==> src/design/hrss_pkg.sv <==
`default_nettype none
// ----------------------------------------------------------------------------
// hrss_pkg
// Shared types and constants for the heart rate scan stress scorer.
// ----------------------------------------------------------------------------
package hrss_pkg;

  localparam int unsigned MAX_SCAN_SAMPLES_DEF = 64;

  localparam int unsigned APB_AW = 4;
  localparam int unsigned APB_DW = 32;

  localparam logic [1:0] REG_THRESHOLD = 2'd0;
  localparam logic [1:0] REG_COOLDOWN  = 2'd1;
  localparam logic [1:0] REG_SAMPLES   = 2'd2;
  localparam logic [1:0] REG_SLOPE     = 2'd3;

  localparam logic [7:0]  THRESHOLD_RST = 8'd40;
  localparam logic [15:0] COOLDOWN_RST  = 16'd300;
  localparam logic [6:0]  SAMPLES_RST   = 7'd60;
  localparam logic [6:0]  SLOPE_RST     = 7'd8;

  localparam logic [6:0] SCORE_TOP   = 7'd100;
  localparam logic [6:0] SCORE_FLOOR = 7'd10;

  localparam logic [7:0] RATE_LOW_RST  = 8'd255;
  localparam logic [7:0] RATE_HIGH_RST = 8'd0;

  localparam logic CMD_TICK = 1'b1;

  localparam int unsigned QDEPTH = 2;

  typedef enum logic [0:0] {
    OP_EVENT,
    OP_TICK
  } hrss_op_e;

  typedef struct packed {
    logic        command;
    logic [7:0]  smoothed_bpm;
    logic [7:0]  raw_bpm;
    logic [31:0] now_seconds;
  } hrss_in_t;

  typedef struct packed {
    logic [6:0] stress_score;
    logic [7:0] average_bpm;
  } hrss_out_t;

  typedef struct packed {
    hrss_op_e    op;
    logic [7:0]  raw_bpm;
    logic [31:0] now_seconds;
  } hrss_entry_t;

  typedef struct packed {
    logic [7:0]  trigger_threshold;
    logic [15:0] cooldown_seconds;
    logic [6:0]  samples_per_scan;
    logic [6:0]  score_slope;
  } hrss_cfg_t;

endpackage
`default_nettype wire

==> src/design/hrss_front.sv <==
`default_nettype none
// ----------------------------------------------------------------------------
// hrss_front
// Input stage: registers each beat, drops events at or below the trigger
// threshold and hands ticks and hot events on as queue entries.
// ----------------------------------------------------------------------------
module hrss_front
  import hrss_pkg::*;
(
  input  wire logic        clk_i,
  input  wire logic        rst_ni,
  input  wire hrss_cfg_t   cfg_i,
  input  wire logic        in_valid_i,
  output logic             in_ready_o,
  input  wire hrss_in_t    in_data_i,
  output logic             ent_valid_o,
  input  wire logic        ent_ready_i,
  output hrss_entry_t      ent_o
);

  logic        valid_q, valid_d;
  hrss_entry_t ent_q, ent_d;
  logic        keep;
  logic        accept;

  assign in_ready_o = !valid_q || ent_ready_i;
  assign accept     = in_valid_i && in_ready_o;
  assign keep       = (in_data_i.command == CMD_TICK) ||
                      (in_data_i.smoothed_bpm > cfg_i.trigger_threshold);

  always_comb begin
    valid_d = valid_q;
    ent_d   = ent_q;
    if (ent_ready_i) begin
      valid_d = 1'b0;
    end
    if (accept) begin
      valid_d         = keep;
      ent_d.op        = (in_data_i.command == CMD_TICK) ? OP_TICK : OP_EVENT;
      ent_d.raw_bpm   = in_data_i.raw_bpm;
      ent_d.now_seconds = in_data_i.now_seconds;
    end
  end

  always_ff @(posedge clk_i or negedge rst_ni) begin
    if (!rst_ni) begin
      valid_q <= 1'b0;
    end else begin
      valid_q <= valid_d;
    end
  end

  always_ff @(posedge clk_i) begin
    ent_q <= ent_d;
  end

  assign ent_valid_o = valid_q;
  assign ent_o       = ent_q;

endmodule
`default_nettype wire

==> src/design/hrss_queue.sv <==
`default_nettype none
// ----------------------------------------------------------------------------
// hrss_queue
// Two-entry queue between the input stage and the scan engine.
// ----------------------------------------------------------------------------
module hrss_queue
  import hrss_pkg::*;
(
  input  wire logic        clk_i,
  input  wire logic        rst_ni,
  input  wire logic        wr_valid_i,
  output logic             wr_ready_o,
  input  wire hrss_entry_t wr_data_i,
  output logic             rd_valid_o,
  input  wire logic        rd_ready_i,
  output hrss_entry_t      rd_data_o
);

  localparam int unsigned PTR_W = $clog2(QDEPTH);
  localparam int unsigned CNT_W = $clog2(QDEPTH + 1);

  hrss_entry_t             slot_q [QDEPTH];
  logic [PTR_W-1:0]        wptr_q, wptr_d;
  logic [PTR_W-1:0]        rptr_q, rptr_d;
  logic [CNT_W-1:0]        cnt_q, cnt_d;
  logic                    push, pop;

  assign wr_ready_o = (cnt_q != CNT_W'(QDEPTH));
  assign rd_valid_o = (cnt_q != '0);
  assign push       = wr_valid_i && wr_ready_o;
  assign pop        = rd_valid_o && rd_ready_i;
  assign rd_data_o  = slot_q[rptr_q];

  always_comb begin
    wptr_d = wptr_q;
    rptr_d = rptr_q;
    cnt_d  = cnt_q;
    if (push) begin
      wptr_d = (wptr_q == PTR_W'(QDEPTH - 1)) ? '0 : wptr_q + PTR_W'(1);
    end
    if (pop) begin
      rptr_d = (rptr_q == PTR_W'(QDEPTH - 1)) ? '0 : rptr_q + PTR_W'(1);
    end
    if (push && !pop) begin
      cnt_d = cnt_q + CNT_W'(1);
    end else if (pop && !push) begin
      cnt_d = cnt_q - CNT_W'(1);
    end
  end

  always_ff @(posedge clk_i or negedge rst_ni) begin
    if (!rst_ni) begin
      wptr_q <= '0;
      rptr_q <= '0;
      cnt_q  <= '0;
    end else begin
      wptr_q <= wptr_d;
      rptr_q <= rptr_d;
      cnt_q  <= cnt_d;
    end
  end

  always_ff @(posedge clk_i) begin
    if (push) begin
      slot_q[wptr_q] <= wr_data_i;
    end
  end

endmodule
`default_nettype wire

==> src/design/hrss_back.sv <==
`default_nettype none
// ----------------------------------------------------------------------------
// hrss_back
// Scan engine: cooldown check, sample statistics, score and a bit-serial
// divider for the average, with an output register toward the result channel.
// ----------------------------------------------------------------------------
module hrss_back
  import hrss_pkg::*;
#(
  parameter int unsigned MAX_SCAN_SAMPLES = MAX_SCAN_SAMPLES_DEF
) (
  input  wire logic        clk_i,
  input  wire logic        rst_ni,
  input  wire hrss_cfg_t   cfg_i,
  input  wire logic        ent_valid_i,
  output logic             ent_ready_o,
  input  wire hrss_entry_t ent_i,
  output logic             out_valid_o,
  input  wire logic        out_ready_i,
  output hrss_out_t        out_data_o
);

  localparam int unsigned CNT_W  = $clog2(MAX_SCAN_SAMPLES + 1);
  localparam int unsigned SUM_W  = $clog2(MAX_SCAN_SAMPLES * 255 + 1);
  localparam int unsigned TGT_W  = (CNT_W > 7) ? CNT_W : 7;
  localparam int unsigned STEP_W = $clog2(SUM_W + 1);

  localparam logic [1:0] ST_IDLE = 2'd0;
  localparam logic [1:0] ST_DIV  = 2'd1;
  localparam logic [1:0] ST_DONE = 2'd2;

  logic [1:0]        state_q, state_d;
  logic              scanning_q, scanning_d;
  logic [CNT_W-1:0]  count_q, count_d;
  logic [7:0]        low_q, low_d;
  logic [7:0]        high_q, high_d;
  logic [SUM_W-1:0]  sum_q, sum_d;
  logic [31:0]       last_q, last_d;

  logic [CNT_W-1:0]  divisor_q, divisor_d;
  logic [CNT_W-1:0]  rem_q, rem_d;
  logic [SUM_W-1:0]  quo_q, quo_d;
  logic [STEP_W-1:0] step_q, step_d;
  logic [6:0]        score_q, score_d;

  logic              out_valid_q, out_valid_d;
  hrss_out_t         out_q, out_d;

  logic              take, is_event, start, active;
  logic [CNT_W-1:0]  count_b;
  logic [7:0]        low_b, high_b;
  logic [SUM_W-1:0]  sum_b;
  logic [TGT_W-1:0]  target;
  logic [TGT_W-1:0]  samples_ext;
  logic [7:0]        range;
  logic [14:0]       prod;
  logic [CNT_W:0]    trial;
  logic              ge;

  assign ent_ready_o = (state_q == ST_IDLE);
  assign take        = ent_valid_i && ent_ready_o;
  assign is_event    = (ent_i.op == OP_EVENT);
  assign start       = is_event && !scanning_q &&
                       ((ent_i.now_seconds - last_q) >= 32'(cfg_i.cooldown_seconds));
  assign active      = start || (!is_event && scanning_q);

  assign count_b = start ? '0 : count_q;
  assign low_b   = start ? RATE_LOW_RST : low_q;
  assign high_b  = start ? RATE_HIGH_RST : high_q;
  assign sum_b   = start ? '0 : sum_q;

  assign samples_ext = TGT_W'(cfg_i.samples_per_scan);
  assign target      = (samples_ext > TGT_W'(MAX_SCAN_SAMPLES)) ?
                       TGT_W'(MAX_SCAN_SAMPLES) : samples_ext;

  assign range = (high_b == 8'd0) ? 8'd0 : (high_b - low_b);
  assign prod  = 15'(range) * 15'(cfg_i.score_slope);

  assign trial = {rem_q, quo_q[SUM_W-1]};
  assign ge    = (trial >= (CNT_W + 1)'(divisor_q));

  always_comb begin
    state_d     = state_q;
    scanning_d  = scanning_q;
    count_d     = count_q;
    low_d       = low_q;
    high_d      = high_q;
    sum_d       = sum_q;
    last_d      = last_q;
    divisor_d   = divisor_q;
    rem_d       = rem_q;
    quo_d       = quo_q;
    step_d      = step_q;
    score_d     = score_q;
    out_valid_d = out_valid_q;
    out_d       = out_q;

    if (out_ready_i) begin
      out_valid_d = 1'b0;
    end

    case (state_q)
      ST_IDLE: begin
        if (take && active) begin
          count_d = count_b;
          low_d   = low_b;
          high_d  = high_b;
          sum_d   = sum_b;
          if (start) begin
            last_d     = ent_i.now_seconds;
            scanning_d = 1'b1;
          end
          if (TGT_W'(count_b) < target) begin
            if (ent_i.raw_bpm != 8'd0) begin
              if (ent_i.raw_bpm < low_b) begin
                low_d = ent_i.raw_bpm;
              end
              if (ent_i.raw_bpm > high_b) begin
                high_d = ent_i.raw_bpm;
              end
              sum_d   = sum_b + SUM_W'(ent_i.raw_bpm);
              count_d = count_b + CNT_W'(1);
            end
          end else begin
            scanning_d = 1'b0;
            score_d    = (prod >= 15'(SCORE_TOP - SCORE_FLOOR)) ?
                         SCORE_FLOOR : 7'(15'(SCORE_TOP) - prod);
            divisor_d  = count_b;
            rem_d      = '0;
            quo_d      = sum_b;
            step_d     = '0;
            state_d    = ST_DIV;
          end
        end
      end
      ST_DIV: begin
        rem_d  = ge ? CNT_W'(trial - (CNT_W + 1)'(divisor_q)) : CNT_W'(trial);
        quo_d  = {quo_q[SUM_W-2:0], ge};
        step_d = step_q + STEP_W'(1);
        if (step_q == STEP_W'(SUM_W - 1)) begin
          state_d = ST_DONE;
        end
      end
      ST_DONE: begin
        if (!out_valid_q || out_ready_i) begin
          out_valid_d          = 1'b1;
          out_d.stress_score   = score_q;
          out_d.average_bpm    = (divisor_q == '0) ? 8'd0 : quo_q[7:0];
          state_d              = ST_IDLE;
        end
      end
      default: begin
        state_d = ST_IDLE;
      end
    endcase
  end

  always_ff @(posedge clk_i or negedge rst_ni) begin
    if (!rst_ni) begin
      state_q     <= ST_IDLE;
      scanning_q  <= 1'b0;
      count_q     <= '0;
      low_q       <= RATE_LOW_RST;
      high_q      <= RATE_HIGH_RST;
      sum_q       <= '0;
      last_q      <= '0;
      step_q      <= '0;
      out_valid_q <= 1'b0;
    end else begin
      state_q     <= state_d;
      scanning_q  <= scanning_d;
      count_q     <= count_d;
      low_q       <= low_d;
      high_q      <= high_d;
      sum_q       <= sum_d;
      last_q      <= last_d;
      step_q      <= step_d;
      out_valid_q <= out_valid_d;
    end
  end

  always_ff @(posedge clk_i) begin
    divisor_q <= divisor_d;
    rem_q     <= rem_d;
    quo_q     <= quo_d;
    score_q   <= score_d;
    out_q     <= out_d;
  end

  assign out_valid_o = out_valid_q;
  assign out_data_o  = out_q;

endmodule
`default_nettype wire

==> src/design/heart_rate_scan_stress_scorer.sv <==
`default_nettype none
// ----------------------------------------------------------------------------
// heart_rate_scan_stress_scorer
// Heart rate scan controller producing a stress score and average rate.
// ----------------------------------------------------------------------------
// An input stage takes one beat per cycle while the two-entry queue behind it
// has room; events at or below the trigger threshold are dropped there. The
// scan engine retires an event or a non-final tick straight from its idle
// state. The beat that completes a scan runs a one-bit-per-cycle divider for
// the average, and later beats wait in the queue until the result has gone
// into an output register, so the engine keeps working while that result
// waits to be taken.
// ----------------------------------------------------------------------------
module heart_rate_scan_stress_scorer
  import hrss_pkg::*;
#(
  parameter int unsigned MAX_SCAN_SAMPLES = MAX_SCAN_SAMPLES_DEF
) (
  input  wire logic              clk_i,
  input  wire logic              rst_ni,
  input  wire logic              in_valid_i,
  output logic                   in_ready_o,
  input  wire hrss_in_t          in_data_i,
  output logic                   out_valid_o,
  input  wire logic              out_ready_i,
  output hrss_out_t              out_data_o,
  input  wire logic              psel,
  input  wire logic              penable,
  input  wire logic              pwrite,
  input  wire logic [APB_AW-1:0] paddr,
  input  wire logic [APB_DW-1:0] pwdata,
  output logic [APB_DW-1:0]      prdata,
  output logic                   pready
);

  hrss_cfg_t   cfg_q, cfg_d;
  logic [1:0]  reg_idx;
  logic        wr_en;

  logic        fr_valid, fr_ready;
  hrss_entry_t fr_ent;
  logic        q_valid, q_ready;
  hrss_entry_t q_ent;

  assign pready  = 1'b1;
  assign reg_idx = paddr[3:2];
  assign wr_en   = psel && penable && pwrite && pready;

  always_comb begin
    cfg_d = cfg_q;
    if (wr_en) begin
      case (reg_idx)
        REG_THRESHOLD: cfg_d.trigger_threshold = pwdata[7:0];
        REG_COOLDOWN:  cfg_d.cooldown_seconds  = pwdata[15:0];
        REG_SAMPLES:   cfg_d.samples_per_scan  = pwdata[6:0];
        REG_SLOPE:     cfg_d.score_slope       = pwdata[6:0];
        default: begin
        end
      endcase
    end
  end

  always_comb begin
    case (reg_idx)
      REG_THRESHOLD: prdata = APB_DW'(cfg_q.trigger_threshold);
      REG_COOLDOWN:  prdata = APB_DW'(cfg_q.cooldown_seconds);
      REG_SAMPLES:   prdata = APB_DW'(cfg_q.samples_per_scan);
      REG_SLOPE:     prdata = APB_DW'(cfg_q.score_slope);
      default:       prdata = '0;
    endcase
  end

  always_ff @(posedge clk_i or negedge rst_ni) begin
    if (!rst_ni) begin
      cfg_q.trigger_threshold <= THRESHOLD_RST;
      cfg_q.cooldown_seconds  <= COOLDOWN_RST;
      cfg_q.samples_per_scan  <= SAMPLES_RST;
      cfg_q.score_slope       <= SLOPE_RST;
    end else begin
      cfg_q <= cfg_d;
    end
  end

  hrss_front u_front (
    .clk_i       (clk_i),
    .rst_ni      (rst_ni),
    .cfg_i       (cfg_q),
    .in_valid_i  (in_valid_i),
    .in_ready_o  (in_ready_o),
    .in_data_i   (in_data_i),
    .ent_valid_o (fr_valid),
    .ent_ready_i (fr_ready),
    .ent_o       (fr_ent)
  );

  hrss_queue u_queue (
    .clk_i      (clk_i),
    .rst_ni     (rst_ni),
    .wr_valid_i (fr_valid),
    .wr_ready_o (fr_ready),
    .wr_data_i  (fr_ent),
    .rd_valid_o (q_valid),
    .rd_ready_i (q_ready),
    .rd_data_o  (q_ent)
  );

  hrss_back #(
    .MAX_SCAN_SAMPLES (MAX_SCAN_SAMPLES)
  ) u_back (
    .clk_i       (clk_i),
    .rst_ni      (rst_ni),
    .cfg_i       (cfg_q),
    .ent_valid_i (q_valid),
    .ent_ready_o (q_ready),
    .ent_i       (q_ent),
    .out_valid_o (out_valid_o),
    .out_ready_i (out_ready_i),
    .out_data_o  (out_data_o)
  );

endmodule
`default_nettype wire
==> config.mk <==
export PLATFORM = sky130hd
export DESIGN_NAME = heart_rate_scan_stress_scorer
export DESIGN_NICKNAME = d
export VERILOG_FILES = /design/src/design/hrss_pkg.sv /design/src/design/hrss_front.sv /design/src/design/hrss_queue.sv /design/src/design/hrss_back.sv /design/src/design/heart_rate_scan_stress_scorer.sv
export SDC_FILE = /design/constraint.sdc
export NUM_CORES = 1
export LEC_CHECK = 0
export BUFFER_PORTS_ARGS = -buffer_cell sky130_fd_sc_hd__buf_2
export CAP_MARGIN = 40
export CORE_MARGIN = 5
export CORE_UTILIZATION = 40
export DETAILED_ROUTE_END_ITERATION = 16
export SKIP_CTS_REPAIR_TIMING = 1
export SYNTH_ARGS = -nofsm -noshare
export SYNTH_HDL_FRONTEND = slang
export SYNTH_SLANG_ARGS = --single-unit
==> constraint.sdc <==
create_clock -name clk_i -period 13.3 [get_ports clk_i]
set_clock_uncertainty 0.15 [all_clocks]
set_input_delay 2.66 -clock clk_i [delete_from_list [all_inputs] [get_ports clk_i]]
set_output_delay 2.66 -clock clk_i [all_outputs]
set_load 0.01 [all_outputs]
== Yosys cells after proc, flatten, opt, wreduce, memory -nomap -nowiden ==
Memory sizes are Yosys's and may differ from the RTL's.
Index checks and enable logic that the tools add are counted.

* Flip-flop bits (word level): 211
* Latch bits: 0
* Memory bits (writable): 82
* ROM bits: 0
* Input bits: 92
* Output and inout port bits: 50
* Memories: 1

{| class="wikitable"
|+ Memories
! memory !! depth !! bits a word !! read ports !! clocked after memory_dff !! wr ports !! RTL line !! source
|-
| u_queue.slot_q || 2 || 41 || 1 || 0 || 1 || hrss_queue.sv:22 || <nowiki>hrss_entry_t slot_q [QDEPTH];</nowiki>
|}

* Add/sub/neg operators: 11
* $mul: 1
* Divide/modulo/power cells: 0
* $lt $le $gt $ge: 8
* Equal/unequal tests: 12
* Shift operators: 0
* Mux-type cells: 46
* Bitwise logic cells: 2
* Reductions and logical operators: 40

{| class="wikitable"
|+ Operator list
! kind !! number
|-
| 32-bit case mux with 4 select lines || 1
|-
| 8-bit two-way mux || 9
|-
| 14-bit two-way mux || 5
|-
| 7-bit two-way mux || 7
|-
| 32-bit by 16-bit >= comparator with 1-bit output || 1
|-
| 32-bit subtractor || 1
|-
| 14-bit case mux with 2 select lines || 1
|-
| 8-bit greater-than comparator || 2
|-
| 15-bit by 7-bit >= comparator with 1-bit output (second input constant) || 1
|-
| 8-bit by 7-bit multiplier with 15-bit output || 1
|-
| 14-bit by 8-bit adder with 14-bit output || 1
|-
| 7-bit case mux with 2 select lines || 1
|-
| 1-bit two-way mux || 12
|-
| 2-bit two-way mux || 6
|-
| 2-bit AND reduction || 6
|-
| 3-bit AND reduction || 4
|-
| 1-bit logical AND || 11
|-
| 8-bit by 7-bit >= comparator with 1-bit output || 1
|-
| 8-bit zero test || 1
|-
| 8-bit < comparator || 1
|-
| 4-bit two-way mux || 2
|-
| 4-bit case mux with 2 select lines || 1
|-
| 2-bit nonzero test || 4
|-
| 8-bit nonzero test || 1
|-
| other kinds (22) || 39
|}

== Longest topological paths before layout ==
Gate-level depths: netlist (run 1).
An unclocked memory read counts as a cell.

* Depth in word-level cells: 9
* Mapped depth: 53
* Mapped depth without buffers: 47

== Modules after synthesis ==
From an unflattened synthesis (run 1), not the netlist that was laid out.

* Cell total of the unflattened synthesis: 1559
* Area, all modules: 17685.7 um^2

{| class="wikitable"
|+ Modules (own cells, without submodules)
! module !! instances !! cells each !! area each (um^2)
|-
| hrss_back || 1 || 1214 || 10935.5
|-
| hrss_queue || 1 || 146 || 3355.7
|-
| heart_rate_scan_stress_scorer || 1 || 124 || 1900.6
|-
| hrss_front || 1 || 75 || 1493.9
|}

== Worst setup path before layout (run 1) ==
Ideal clock, no wire load.

* Path type: register to register
* Start point: reg u_queue.rptr_q
* End point: reg u_back.score_q[3] (data pin)
* Library setup time: 0.265 ns
* Arrival time: 10.572 ns
* Data required time: 12.885 ns
* Path slack: 2.313 ns
* Stages on the path, launching flop included: 51
* Buffers on the path: 6
* Clock period less this slack: 10.987 ns
* Cell sequence: dfrtp_1 -> buf_2 -> buf_2 -> buf_1 -> mux2_2 -> ha_1 -> nand2_1 -> or3_1 -> a21oi_2 -> nor2_2 -> o21ai_1 -> xor2_1 -> ha_1 -> nand4_1 -> or4b_2 -> o2111ai_1 -> nor4_2 -> o211ai_1 -> [... 15 more ...] -> xnor2_1 -> nor2_1 -> nand2_1 -> fa_1 -> inv_1 -> fa_1 -> fa_1 -> ha_1 -> ha_1 -> or3_1 -> o21ai_1 -> o21ai_1 -> o21a_1 -> nor2_1 -> xnor2_1 -> or4_1 -> clkbuf_1 -> or3_1

{| class="wikitable"
|+ RTL lines
! item !! RTL line !! source
|-
| start: declaration || hrss_queue.sv:24 || <nowiki>logic [PTR_W-1:0] rptr_q, rptr_d;</nowiki>
|-
| start signal: assignment || hrss_queue.sv:58 || <nowiki>rptr_q <= rptr_d;</nowiki>
|-
| end signal: assignment || hrss_back.sv:186 || <nowiki>score_q <= score_d;</nowiki>
|-
| end: declaration || hrss_back.sv:44 || <nowiki>logic [6:0] score_q, score_d;</nowiki>
|}

==> results of run 1 <==
cells in the final DEF, fill, tap and decap left out, types with 21 or more instances in the layout:
cell type,netlist,routed
a21o_1,21,21
a21oi_1,70,69
and2_1,76,75
buf_2,18,105
clkbuf_16,0,32
dfrtp_1,101,100
edfxtp_1,173,173
fa_1,33,33
ha_1,140,140
inv_1,122,122
mux2_2,61,61
mux2i_1,23,23
nand2_1,159,159
nand3_1,21,21
nor2_1,93,92
nor3_1,26,25
o21ai_0,98,98
o21ai_1,28,28
xnor2_1,34,34
xor2_1,24,24
logic make-up after synthesis:
group / Yosys count
AND/OR/NAND/NOR: 472
AO/OA/AOI/OAI: 322
flip-flops: 293
buffers and inverters: 184
adder cells (fa/ha/maj): 173
multiplexers: 92
XOR/XNOR: 58
other: 2
worst register-to-register path, delay by kind of cell, from the launching register on:
family                   cells  cell delay [ps]
AND/OR/NAND/NOR             18             4840
adder cells (fa/ha/maj)      8             3000
AO/OA/AOI/OAI               12             2270
flip-flops                   1              770
multiplexers                 1              440
XOR/XNOR                     3              440
buffers and inverters        1               50
metrics by stage:
stage	hold WS, ps	area (um2)	instances
2_1_floorplan	250	17500	1611
3_3_place_gp	255	18500	2254
3_5_place_dp	255	18600	2260
4_1_cts	265	19700	2318
5_1_grt	276	19700	2318
6_report	264	19700	2318
sequential cells by signal, indices dropped and copies added (netlist names), 2 cells and up:
register,flops
cfg_q,38
u_back.high_q,8
u_queue.cnt_q,2
u_back.rem_q,7
u_back.divisor_q,7
u_back.count_q,7
u_back.quo_q,14
u_back.last_q,32
u_back.out_data_o,15
u_queue.slot_q,82
u_back.step_q,4
u_back.low_q,8
u_front.ent_o,41
u_back.state_q,2
u_back.score_q,7
u_back.sum_q,14
area by class of cell:
type / instances / area (um2)
clock buffer: 41 / 885
timing repair buffer: 123 / 721
clock inverter: 17 / 176
inverter: 125 / 469
fill: 4049 / 23400
sequential: 293 / 8220
multi-input combinational: 1134 / 8500
tap: 585 / 732
metal layers:
| layer | track usage (%) | wire [um] | vias to the layer above | part of all wire (%) |
|---|---|---|---|---|
| met5 | 0 | 0 | - | 0 |
| met4 | 4.21 | 945 | 0 | 2.4 |
| met3 | 2.26 | 1430 | 57 | 3.6 |
| met2 | 29.0 | 19600 | 206 | 50 |
| met1 | 21.6 | 17400 | 5723 | 44 |
| li1 | - | - | 5873 | - |
worst paths after layout:
kind	from	to	slack, ps	cells past startpoint
min in group asynchronous	rst_ni	u_back.step_q[0]	1740	1
worst max register to register	u_queue.rptr_q	u_back.score_q[3]	1070	43
worst min register to register	u_back.score_q[1]	u_back.out_data_o[9]	260	0
max in group asynchronous	rst_ni	u_queue.rptr_q	9730	4
worst min-delay path	u_back.score_q[1]	u_back.out_data_o[9]	260	0
worst max-delay path	u_queue.rptr_q	u_back.score_q[3]	1070	43
==> run metrics, run 1 <==
slew at the pin closest to its max-slew limit 724 ps; Num Clock Sinks 293; fin. max-slew vios 0; Chip Width 219 um; Post-Synth Simple-Gate Area 13.6%; antenna viol nets, final 0; Via-to-Cell Ratio 5.12; Worst path slowest cell dfrtp_2; post-synthesis cell count 1596; Synth area leader edfxtp_1; CP max stage delay ~770 ps; HPWL Detailed roughly 30000 um; Yosys reg bits approximately 290; First-pass DRT Iterations 5; net count reported at finish 1973; GRT overflow 0; RSZ-0062 raised after global routing no; Yosys warnings 0; Hold Crit Class register to register; Placer Congestion a little under 0.9; post-place setup slack ~1100 ps; status completed; CTS tree yes; area grow syn2layout 13.0%; CP Max Fanout 23; total negative setup slack 0 ps; CTS clk-pin slew, worst paths 60 ps; number of diodes 0; kind of critical path register to register; DIE AREA 0.0479 mm2; Synth Area in Adders between 10% and 20%; Worst Path Buf+Inv 1; setup violators final 0; post-layout worst setup margin 1070 ps; drt initial violations 593; critical path startpoint category register; WL final 39400 um; multiplexer area fraction after synthesis 6.23%; initial antenna violation count 0; Cell Rows 76; vias in the first global route around 12000; Synth Flop Type edfxtp_1; first-pass GRT wire length between 60000 and 70000 um; Avg WL per Cell approximately 17 um; H-tree depth 1; total track usage 16.5%; clk buf depth 3; syn avg cell area 10.9 um2; Synth top cells by count 173 x edfxtp_1, 159 x nand2_1, 140 x ha_1; maxcap violations 0; max frequency 0.0818 GHz; Synth Area in Compound Gates 11.7%; Root Driver clkbuf_16; asr flop ratio synth between 40% and 50%; # DRC 0; post-layout min period 12230 ps; Post-synth EDFFs 173; largest net degree at the start of global routing 70; Vias about 12000; layout cells sized above 1 around 18%; total clock buffers created by CTS 31; Initial Util 40.5%; Top Family by Delay on Critical Path simple AND/OR/NAND/NOR gates; relative slew slack 51.6%; Distinct cells, synth ~80; Fin. Hold Viols 0; main combinational cell family by area after synthesis adder cells; Required @ worst endpoint 13470 ps; worst skew pair latency 600 ps; ranking of synthesized cells by area edfxtp_1 30%, dfrtp_1 14%, ha_1 10%; Chip Height 219 um; port bufs 106; Syn Std Cell Area 0.0174 mm2; CP Capture Type register; post-synthesis sequential area ratio 47.1%; Synth Area in XOR/XNOR 2.91%; Final period util 91.9%; most frequent cell after synthesis edfxtp_1; # IOs around 140; Core Region 0.0431 mm2; final core utilization a little under half; CP most frequent cell ha_1; Synth top area share ~30%; crit path DAT 12400 ps
Power of run 1 is not shown: default switching activity piles up to over one toggle a cycle in this logic, so the estimate is an artifact.
==> run 2: changes to the inputs <==
--- a/config.mk
+++ b/config.mk
@@ -7,6 +7,7 @@
 export LEC_CHECK = 0
 export BUFFER_PORTS_ARGS = -buffer_cell sky130_fd_sc_hd__buf_2
 export CAP_MARGIN = 40
+export CORE_ASPECT_RATIO = 1.5
 export CORE_MARGIN = 5
 export CORE_UTILIZATION = 40
 export DETAILED_ROUTE_END_ITERATION = 16
==> run 2 against run 1 <==
Compared with the run above: first-iteration DRC count is 3.2% higher; maximum frequency is 0.66% lower; sequential share of layout area is 0.22 points higher; global-route usage is 0.10 points lower; clock-buffer cell count is 8 lower; worst setup slack worse by 81 ps; cell count is 0.91% lower; core utilization is 0.22 points lower; die area is 0.18% higher; via count is 0.52% higher; wire length is 1.1% higher; register-to-register slack worse by 80 ps.
==> run metrics, run 2 (synthesized netlist as in run 1, its figures left out) <==
status completed; total track usage 16.4% (-0.10 points); total clock buffers created by CTS 29 (-6.5%); drt initial violations 612 (+3.2%); CTS clk-pin slew, worst paths 60 ps (about the same); number of diodes 0 (unchanged); clk buf depth 3 (unchanged); post-layout instance area 0.0196 mm2 (-0.53%); CP max stage delay 730 ps (-40 ps); Required @ worst endpoint 13450 ps (-20 ps); Worst Path Buf+Inv 2 (+1); WL final 39800 um (+1.1%); Area after DPL 0.0186 mm2 (-0.25%); initial antenna violation count 0 (unchanged); CP Capture Type register; slew at the pin closest to its max-slew limit 829 ps (+105 ps); setup violators final 0 (unchanged); post-layout worst setup margin 992 ps (-80.7 ps); Avg WL per Cell 17.3 um (+2.0%); Vias 11900 (+0.52%); Num Clock Sinks 293 (unchanged); max frequency 0.0812 GHz (-0.66%); Final period util 92.5% (+0.61 points); CTS tree yes; Hold Crit Class register to register; Reg with most FFs u_queue.slot_q; Worst path slowest cell or4b_2; antenna viol nets, final 0 (unchanged); H-tree depth 1 (unchanged); Cell Rows 93 (+22%); fin. max-slew vios 0 (unchanged); crit path DAT 12460 ps (+60 ps); hold slack 267 ps (+2.97 ps); area grow syn2layout 12.4%; GRT overflow 0 (unchanged); Fin. Hold Viols 0 (unchanged); layout cells sized above 1 17.7% (-0.054 points); post-place setup slack 937 ps (-123 ps); maxcap violations 0 (unchanged); critical path startpoint category register; CP Max Fanout 21 (-8.7%); Largest register FFs 82 (unchanged); most frequent cells in the layout 173 x edfxtp_1, 159 x nand2_1, 140 x ha_1, 122 x inv_1, 105 x buf_2; Top Family by Delay on Critical Path simple AND/OR/NAND/NOR gates; kind of critical path register to register; Via-to-Cell Ratio 5.19 (+1.4%); Placer Congestion 0.899 (+2.3%); # IOs 142 (unchanged); # DRC 0 (unchanged); largest net degree at the start of global routing 70 (unchanged); first-pass GRT wire length 64400 um (+0.39%); total negative setup slack 0 ps (unchanged); Chip Width 181 um (-18%); Initial Util 40.5% (about the same); relative slew slack 44.7% (-6.8 points); DIE AREA 0.0480 mm2 (+0.18%); post-layout min period 12310 ps (+80.7 ps); First-pass DRT Iterations 5 (unchanged); HPWL Detailed 30900 um (+3.2%); net count reported at finish 1969 (-0.20%); port bufs 106 (unchanged); vias in the first global route 12500 (+3.8%); worst skew pair latency 560 ps (-40 ps); Core Region 0.0431 mm2 (about the same); Chip Height 266 um (+21%); Root Driver clkbuf_16; RSZ-0062 raised after global routing no; commonest non-fill, non-tap cell in the layout edfxtp_1
==> run 2: changes by cell type in the layout (fill, tap and decap cells not counted) <==
cell / delta
bufinv_16: +2
clkbuf_8: -5
inv_16: -1
buf_4: -1
inv_6: +4
clkinvlp_4: +2
inv_8: +1
clkbuf_16: -3
buf_12: -1
clkinv_1: -4
==> run 2: path summary, 6_finish.rpt <==
check	from	end	slack, ps	cells past startpoint
max in group asynchronous	rst_ni	u_back.high_q[0]	9590	2
max	u_queue.rptr_q	u_back.score_q[3]	990	42
min	u_back.score_q[3]	u_back.out_data_o[11]	270	0
min reg2reg	u_back.score_q[3]	u_back.out_data_o[11]	270	0
min in group asynchronous	rst_ni	cfg_q[34]	2060	1
max reg2reg	u_queue.rptr_q	u_back.score_q[3]	990	42
==> run 2: area by class of cell <==
type | count | area, um2
clock buffer | 33 | 741
clock inverter | 21 | 263
fill | 4040 | 23400
inverter | 125 | 469
multi-input combinational | 1134 | 8500
sequential | 293 | 8220
tap | 570 | 713
timing repair buffer | 121 | 693
==> run 2: stage by stage <==
stage / instances / util, %
2_1_floorplan: 1611 / -
3_3_place_gp: 2238 / 43.0
3_5_place_dp: 2243 / 43.2
4_1_cts: 2297 / 45.5
5_1_grt: 2297 / 45.5
6_report: 2297 / 45.5
==> run 2: routing by layer <==
metal  GRT usage, %  share of wire (%)  vias to the layer above
li1               -                  -                     5842
met1           18.1                 38                     5766
met2           32.3                 55                      238
met3           1.72                3.4                       75
met4           6.11                3.8                        0
met5              0                  0                        -
Power of run 2 is left out for the same reason.
